<file path="config.mk">
export PLATFORM = sky130hd
export DESIGN_NAME = mcvm_apply
export DESIGN_NICKNAME = d
export VERILOG_FILES = /design/src/hw/rtl/midi_controller_value_mapper_defines.svh /design/src/hw/rtl/mcvm_pkg.sv /design/src/hw/rtl/mcvm_apply.sv
export SDC_FILE = /design/constraint.sdc
export NUM_CORES = 1
export LEC_CHECK = 0
export ABC_AREA = 1
export BUFFER_PORTS_ARGS = -buffer_cell sky130_fd_sc_hd__buf_4
export CAP_MARGIN = 20
export CORE_MARGIN = 8
export CORE_UTILIZATION = 45
export DETAILED_ROUTE_END_ITERATION = 16
export PLACE_DENSITY = 0.71
export SLEW_MARGIN = 20
export SYNTH_ARGS = -nofsm -noshare
export SYNTH_HDL_FRONTEND = slang
export SYNTH_SLANG_ARGS = --single-unit
</file>
<file path="constraint.sdc">
create_clock -name vclk -period 5.35
set_input_delay 0 -clock vclk [all_inputs]
set_output_delay 0 -clock vclk [all_outputs]
set_load 0.005 [all_outputs]
</file>
<file path="src/hw/rtl/midi_controller_value_mapper_defines.svh">
// assertion macros for the midi controller value mapper
`ifndef MIDI_CONTROLLER_VALUE_MAPPER_DEFINES_SVH
`define MIDI_CONTROLLER_VALUE_MAPPER_DEFINES_SVH

// same-cycle implication, checked on i_clk outside reset
`define MCVM_ASSERT_NOW(lbl, ante, cons, msg) \
    lbl: assert property (@(posedge i_clk) disable iff (!i_rst_n) (ante) |-> (cons)) \
        else $error(msg);

// next-cycle implication, checked on i_clk outside reset
`define MCVM_ASSERT_NEXT(lbl, ante, cons, msg) \
    lbl: assert property (@(posedge i_clk) disable iff (!i_rst_n) (ante) |=> (cons)) \
        else $error(msg);

`endif

</file>
<file path="src/hw/rtl/mcvm_pkg.sv">
// shared types, codes and the mode table of the midi controller value mapper
`timescale 1ns / 1ps
`default_nettype none

package mcvm_pkg;

    localparam int CH_W        = 5;
    localparam int CTL_W       = 7;
    localparam int DATA_W      = 7;
    localparam int LEVEL_OUT_W = 24;
    localparam int MODE_W      = 3;

    localparam logic OP_MSG  = 1'b0;
    localparam logic OP_BIND = 1'b1;

    localparam logic [1:0] DEV_ABS    = 2'd0;
    localparam logic [1:0] DEV_REL    = 2'd1;
    localparam logic [1:0] DEV_MOM    = 2'd2;
    localparam logic [1:0] DEV_TOGGLE = 2'd3;

    localparam logic [2:0] FN_RANGE     = 3'd0;
    localparam logic [2:0] FN_UNBOUNDED = 3'd1;
    localparam logic [2:0] FN_CYCLIC    = 3'd2;
    localparam logic [2:0] FN_BUTTON    = 3'd3;
    localparam logic [2:0] FN_TOGGLE    = 3'd4;
    localparam logic [2:0] FN_LAST      = FN_TOGGLE;

    localparam logic [DATA_W-1:0] FULL_SCALE = 7'd127;

    typedef enum logic [MODE_W-1:0] {
        M_LINEAR    = 3'd0,
        M_CLAMPED   = 3'd1,
        M_CYCLIC    = 3'd2,
        M_UNBOUNDED = 3'd3,
        M_THRESHOLD = 3'd4,
        M_RELBUTTON = 3'd5,
        M_TOGGLE    = 3'd6
    } t_mode;

    typedef struct packed {
        logic              update;
        logic [DATA_W-1:0] position;
    } t_apply_ctl;

    function automatic t_mode mode_of(input logic [1:0] dev, input logic [2:0] fn);
        t_mode m;
        m = M_LINEAR;
        case (dev)
            DEV_ABS: begin
                if (fn == FN_BUTTON || fn == FN_TOGGLE) m = M_THRESHOLD;
            end
            DEV_REL: begin
                case (fn)
                    FN_RANGE:     m = M_CLAMPED;
                    FN_UNBOUNDED: m = M_UNBOUNDED;
                    FN_CYCLIC:    m = M_CYCLIC;
                    default:      m = M_RELBUTTON;
                endcase
            end
            DEV_MOM: begin
                if (fn == FN_TOGGLE) m = M_TOGGLE;
            end
            default: m = M_LINEAR;
        endcase
        return m;
    endfunction

endpackage

`default_nettype wire

</file>
<file path="src/hw/rtl/mcvm_apply.sv">
// mode update: new position and level of one entry from a data byte
`timescale 1ns / 1ps
`default_nettype none

module mcvm_apply #(
    parameter int LEVEL_BITS = 24
) (
    input  wire mcvm_pkg::t_mode                  i_mode,
    input  wire logic [mcvm_pkg::DATA_W-1:0]      i_position,
    input  wire logic signed [LEVEL_BITS-1:0]     i_level,
    input  wire logic [mcvm_pkg::DATA_W-1:0]      i_data,
    output mcvm_pkg::t_apply_ctl                  o_ctl,
    output logic signed [LEVEL_BITS-1:0]          o_level
);

    localparam int LW = LEVEL_BITS + 1;
    localparam logic signed [LW-1:0] LMAX = LW'((64'd1 << (LEVEL_BITS - 1)) - 64'd1);
    localparam logic signed [LW-1:0] LMIN = -LMAX;

    logic signed [7:0]    delta;
    logic signed [8:0]    p_sum;
    logic signed [LW-1:0] acc;
    logic [6:0]           p_next;

    assign delta = signed'({i_data[6], i_data});
    assign p_sum = signed'({2'b00, i_position}) + 9'(delta);
    assign acc   = LW'(i_level) + LW'(delta);

    always_comb begin
        o_ctl.update   = 1'b1;
        o_ctl.position = i_position;
        o_level        = LEVEL_BITS'(i_data);
        p_next         = 7'd0;
        case (i_mode)
            mcvm_pkg::M_CLAMPED: begin
                if (p_sum < 9'sd0) begin
                    p_next = 7'd0;
                end else if (p_sum > 9'sd127) begin
                    p_next = mcvm_pkg::FULL_SCALE;
                end else begin
                    p_next = p_sum[6:0];
                end
                o_ctl.position = p_next;
                o_level        = LEVEL_BITS'(p_next);
            end
            mcvm_pkg::M_CYCLIC: begin
                p_next         = i_position + i_data;
                o_ctl.position = p_next;
                o_level        = LEVEL_BITS'(p_next);
            end
            mcvm_pkg::M_UNBOUNDED: begin
                if (acc > LMAX) begin
                    o_level = LMAX[LEVEL_BITS-1:0];
                end else if (acc < LMIN) begin
                    o_level = LMIN[LEVEL_BITS-1:0];
                end else begin
                    o_level = acc[LEVEL_BITS-1:0];
                end
            end
            mcvm_pkg::M_THRESHOLD: begin
                o_level = i_data[6] ? LEVEL_BITS'(mcvm_pkg::FULL_SCALE) : '0;
            end
            mcvm_pkg::M_RELBUTTON: begin
                o_ctl.update = (i_data != '0);
                o_level      = i_data[6] ? '0 : LEVEL_BITS'(mcvm_pkg::FULL_SCALE);
            end
            mcvm_pkg::M_TOGGLE: begin
                o_ctl.update   = (i_data != '0);
                p_next         = (i_position != '0) ? 7'd0 : 7'd1;
                o_ctl.position = p_next;
                o_level        = (p_next != '0) ? LEVEL_BITS'(mcvm_pkg::FULL_SCALE) : '0;
            end
            default: begin
                o_level = LEVEL_BITS'(i_data);
            end
        endcase
    end

endmodule

`default_nettype wire

</file>
* After elaboration in Yosys (flattened, before gate mapping)
Index checks and enable logic that the tools add are counted.
Operators by class: add/sub/neg operators 3, magnitude comparators 4, eq/ne operators 6, multiplexer cells 11, reductions and logical operators 4
Operators by type and width (number):
- case mux 24 bit (6 select lines) | 1
- two-way mux 24 bit | 2
- two-way mux 7 bit | 5
- adder 24 x 7 -> 25 bit | 1
- > comparator 25 x 24 -> 1 bit, second input constant | 1
- < comparator 25 x 24 -> 1 bit, second input constant | 1
- case mux 7 bit (3 select lines) | 1
- nonzero test 7 bit | 3
- adder 8 x 7 -> 9 bit | 1
- equality test 3 bit, second input constant | 3
- > comparator 9 x 8 -> 1 bit, second input constant | 1
- < comparator 9 x 1 -> 1 bit, second input constant | 1
- adder 7 bit | 1
- equality test 3 x 2 -> 1 bit, second input constant | 2
- equality test 3 x 1 -> 1 bit, second input constant | 1
- two-way mux 1 bit | 2
- OR reduction 2 bit | 1
Word-level totals: register bits 0, input port bits 41, output and inout port bits 32, logic and storage cells 28

* Logic depth before layout (Yosys ltp)
word-level depth 5, gate-level depth with buffers 21, gate-level depth less buffers 21

* Least setup slack after synthesis
No wires, ideal clock.
path kind input-to-output, start in i_level[0], end out o_level[2], arrival 1.961 ns, required time 5.350 ns, slack 3.389 ns, cell stages on the path 21, buffers on the path 1, path through ha_1 -> inv_1 -> fa_1 -> inv_1 -> nand3_1 -> nand2_1 -> nand2_1 -> nand2_1 -> nand2_1 -> nand2_1 -> nand2_1 -> nand2_1 -> nand2_1 -> nand2_1 -> nor2_1 -> nand3_1 -> nand2_1 -> nand2_4 -> buf_6 -> nand3_2 -> a21oi_2
On the way: cells in the longest elaborated chain, start to end 5, elaborated cells on any way between the ends 6, those cells by class add/sub (1); order compare (2); mux (3)
Ends and longest elaborated chain:
- start: declaration | line mcvm_apply.sv:10 | input wire logic signed [LEVEL_BITS-1:0] i_level,
- adder 24 x 7 -> 25 bit (*) | line mcvm_apply.sv:27 | assign acc = LW'(i_level) + LW'(delta);
- < comparator 25 x 24 -> 1 bit | line mcvm_apply.sv:54 | end else if (acc < LMIN) begin
- two-way mux 24 bit | line mcvm_apply.sv:54
- two-way mux 24 bit (*) | line mcvm_apply.sv:52 | if (acc > LMAX) begin
- case mux 24 bit (6 select lines) (*) | line mcvm_apply.sv:34 | case (i_mode)
- end: declaration | line mcvm_apply.sv:13 | output logic signed [LEVEL_BITS-1:0] o_level
Every way passes the cells marked *; elsewhere a longest branch is shown, timed or not.

* Worst setup path in the final report
start in i_data[0] in the netlist's numbering, end out o_level[4]
On the way: cells in the longest elaborated chain, start to end 5, elaborated cells on any way between the ends 12, those cells by class add/sub (3); order compare (4); mux (5)
Ends and longest elaborated chain:
- start: declaration | line mcvm_apply.sv:11 | input wire logic [mcvm_pkg::DATA_W-1:0] i_data,
- adder 24 x 7 -> 25 bit or adder 8 x 7 -> 9 bit (tied branches) | line mcvm_apply.sv:27, mcvm_apply.sv:26
- < comparator 25 x 24 -> 1 bit or > comparator 9 x 8 -> 1 bit (tied branches) | line mcvm_apply.sv:54, mcvm_apply.sv:38
- two-way mux 24 bit or two-way mux 7 bit (tied branches) | line mcvm_apply.sv:54, mcvm_apply.sv:38
- two-way mux 24 bit or two-way mux 7 bit (tied branches) | line mcvm_apply.sv:52, mcvm_apply.sv:36
- case mux 24 bit (6 select lines) (*) | line mcvm_apply.sv:34
Marked as above.

==> flow_metrics.tcl <==
set metrics [dict create \
    postCtsSetupRepairBufs 0 \
    hold_viol_final 0 \
    fin_nets 688 \
    fmax_mhz 343 \
    met1_usage_pct 27.2 \
    port_buffers 73 \
    rows 28 \
    fillCellCount 674 \
    drt_iter0_markers 152 \
    ios 73 \
    multi_input_area_sq_mm 0.00240 \
    avgSynthCellArea_sq_um 5.09 \
    drv_cap 0 \
    p_leak_nw 2.04 \
    grtUsageMet2_pct 38.8 \
    start_util_pct 46.6 \
    crit_required_ns 5.35 \
    netlist.area_leader.share_pct 26.9 \
    startpoint "i_data[0]" \
    final.clkbuf_count 0 \
    seq_cells 0 \
    hold_class "in2out" \
    layout_common_cells "198 x nand2_1, 86 x inv_1, 73 x buf_4" \
    synth_top_area_cell "nand2_1" \
    final_common_cell "nand2_1" \
    via_count 3607 \
    power_mw 0.407 \
    wl_per_cell_microns 14.5 \
    worst_pin_slew_ns 0.743 \
    viasPerCell 5.26 \
    finalSetupTns_ns 0 \
    grt_max_degree 27 \
    synth_nets 617 \
    gr-max-usage-layer "met2" \
    core_area_sq_mm 0.00592 \
    setup_viol 0 \
    drtPass1Iterations 6 \
    ir_drop_uv 54.5 \
    crit_end "o_level[4]" \
    drive_above_1_share_pct 17.2 \
    status "finished, final reports clean" \
    synthTopCellsByArea "nand2_1 27%, ha_1 14%, inv_1 12%" \
    rsz0062_at_grt "false" \
    synth_area_sq_mm 0.00276 \
    postLayoutCoreUtil_pct 57.1 \
    grt_pass1_wl_microns 16100 \
    routed_wl_microns 9930 \
    overflow 0 \
    start_kind "primary input" \
    power.density_mw_per_mm2 120 \
    areaGrowthSynthToFinish_pct 22.4 \
    end_kind "output pin" \
    drt.antenna.violating_nets 0 \
    dp_hpwl_microns 8680 \
    fin_crit_ns 2.91 \
    max_slew_margin_pct 50.4 \
    yosys_warnings 0 \
    n_antenna_cell 0 \
    grt_antenna_before_repair 0 \
    ys_seq_area_share_pct 0 \
    grtUsageTotal_pct 21.8 \
    die_w_microns 94.3 \
    drc 0 \
    routabilityCongestion 0.976 \
    ctsHoldBuffers 0 \
    netlist_instances 542 \
    min_from "i_position[2]" \
    critPathKind "in2out" \
    finalMaxSlewViolations 0 \
    die_area_sq_mm 0.00890 \
    synth_cell_type_count 34 \
    crit_arrival_ns 2.91 \
    path_max_fanout 17 \
    post_cts_resize_count 0 \
    die_h_microns 94.3 \
    fin_crit_sh_pct 54.5 \
    grt_pass1_vias 3460 \
    seq_area_sq_um 0 \
    met3_usage_pct 2.46 \
]
power breakdown:
group	leakage (nW)	switching (mW)	internal, mW
clock	0	0	0
sequential	0	0	0
combinational	2.04	0.249	0.158
total	2.04	0.249	0.158
layout make-up:
class	count	share of cell area, %
inverters	90	10.0
multi-input cells	448	71.0
well taps	75	2.78
repair buffers	73	16.2
stage by stage:
step                      cells  hold WS [ns]  area (sq um)  setup WS, ns
final                       686         0.301          3380          2.44
after global routing        686         0.329          3380          2.21
after CTS                   686         0.304          3380          2.49
after detailed placement    686         0.305          3380          2.49
after global placement      686         0.299          3380          2.52
after floorplan             542        0.0973          2760          3.39
how the worst min path moves through the flow:
stage | endpoint | slack [ns] | cells after the start
2_1_floorplan | o_ctl[2] | 0.1 | 2
3_3_place_gp | o_ctl[2] | 0.30 | 4
3_5_place_dp | o_ctl[2] | 0.30 | 4
4_1_cts | o_ctl[2] | 0.30 | 4
5_1_grt | o_ctl[6] | 0.33 | 4
6_report | o_ctl[2] | 0.30 | 4
layer usage:
metal	part of all wire, %	vias up
met5	0	-
met4	2.0	0
met3	6.9	16
met2	48	131
met1	44	1580
li1	-	1880
Yosys cell counts (2+ instances only):
library cell and instances:
inv_1 86, nand3_2 5, nor2_1 50, a21oi_2 5, nand2_2 11, nand3b_1 13, or2_2 2, xor2_1 5
nand2_1 198, o21ai_1 2, nor2_2 2, ha_1 32, xnor2_1 3, nand3_1 40, o21bai_1 2, fa_1 2
a21oi_1 31, inv_2 3, clkbuf_1 2, nand4_1 8, nor4_1 6, o21ai_0 16, nor3_1 7
cells by family after synthesis:
| logic type | count (synthesis) | synth area share [%] |
|---|---|---|
| and+or+nand+nor | 345 | 55.2 |
| AOI/OAI and AO/OA | 60 | 12.2 |
| buffers and inverters | 94 | 13.1 |
| adders and majority gates | 34 | 15.9 |
| xor gates and xnor gates | 9 | 3.53 |
worst max-delay path, cell delays in order:
cell and delay (ns):
buf_4 0.11, ha_1 0.25, inv_1 0.08, fa_1 0.38
inv_1 0.11, nand2_1 0.07, nand2_1 0.07, nand3_1 0.11
nand2_2 0.12, nand2_2 0.07, nand2_2 0.10, nand3_2 0.07
o211ai_2 0.12, xor2_4 0.27, nand3_2 0.34, nand2_2 0.24
nor2_1 0.06, a21oi_1 0.20, buf_4 0.15
(Power assumes the default switching activity.)
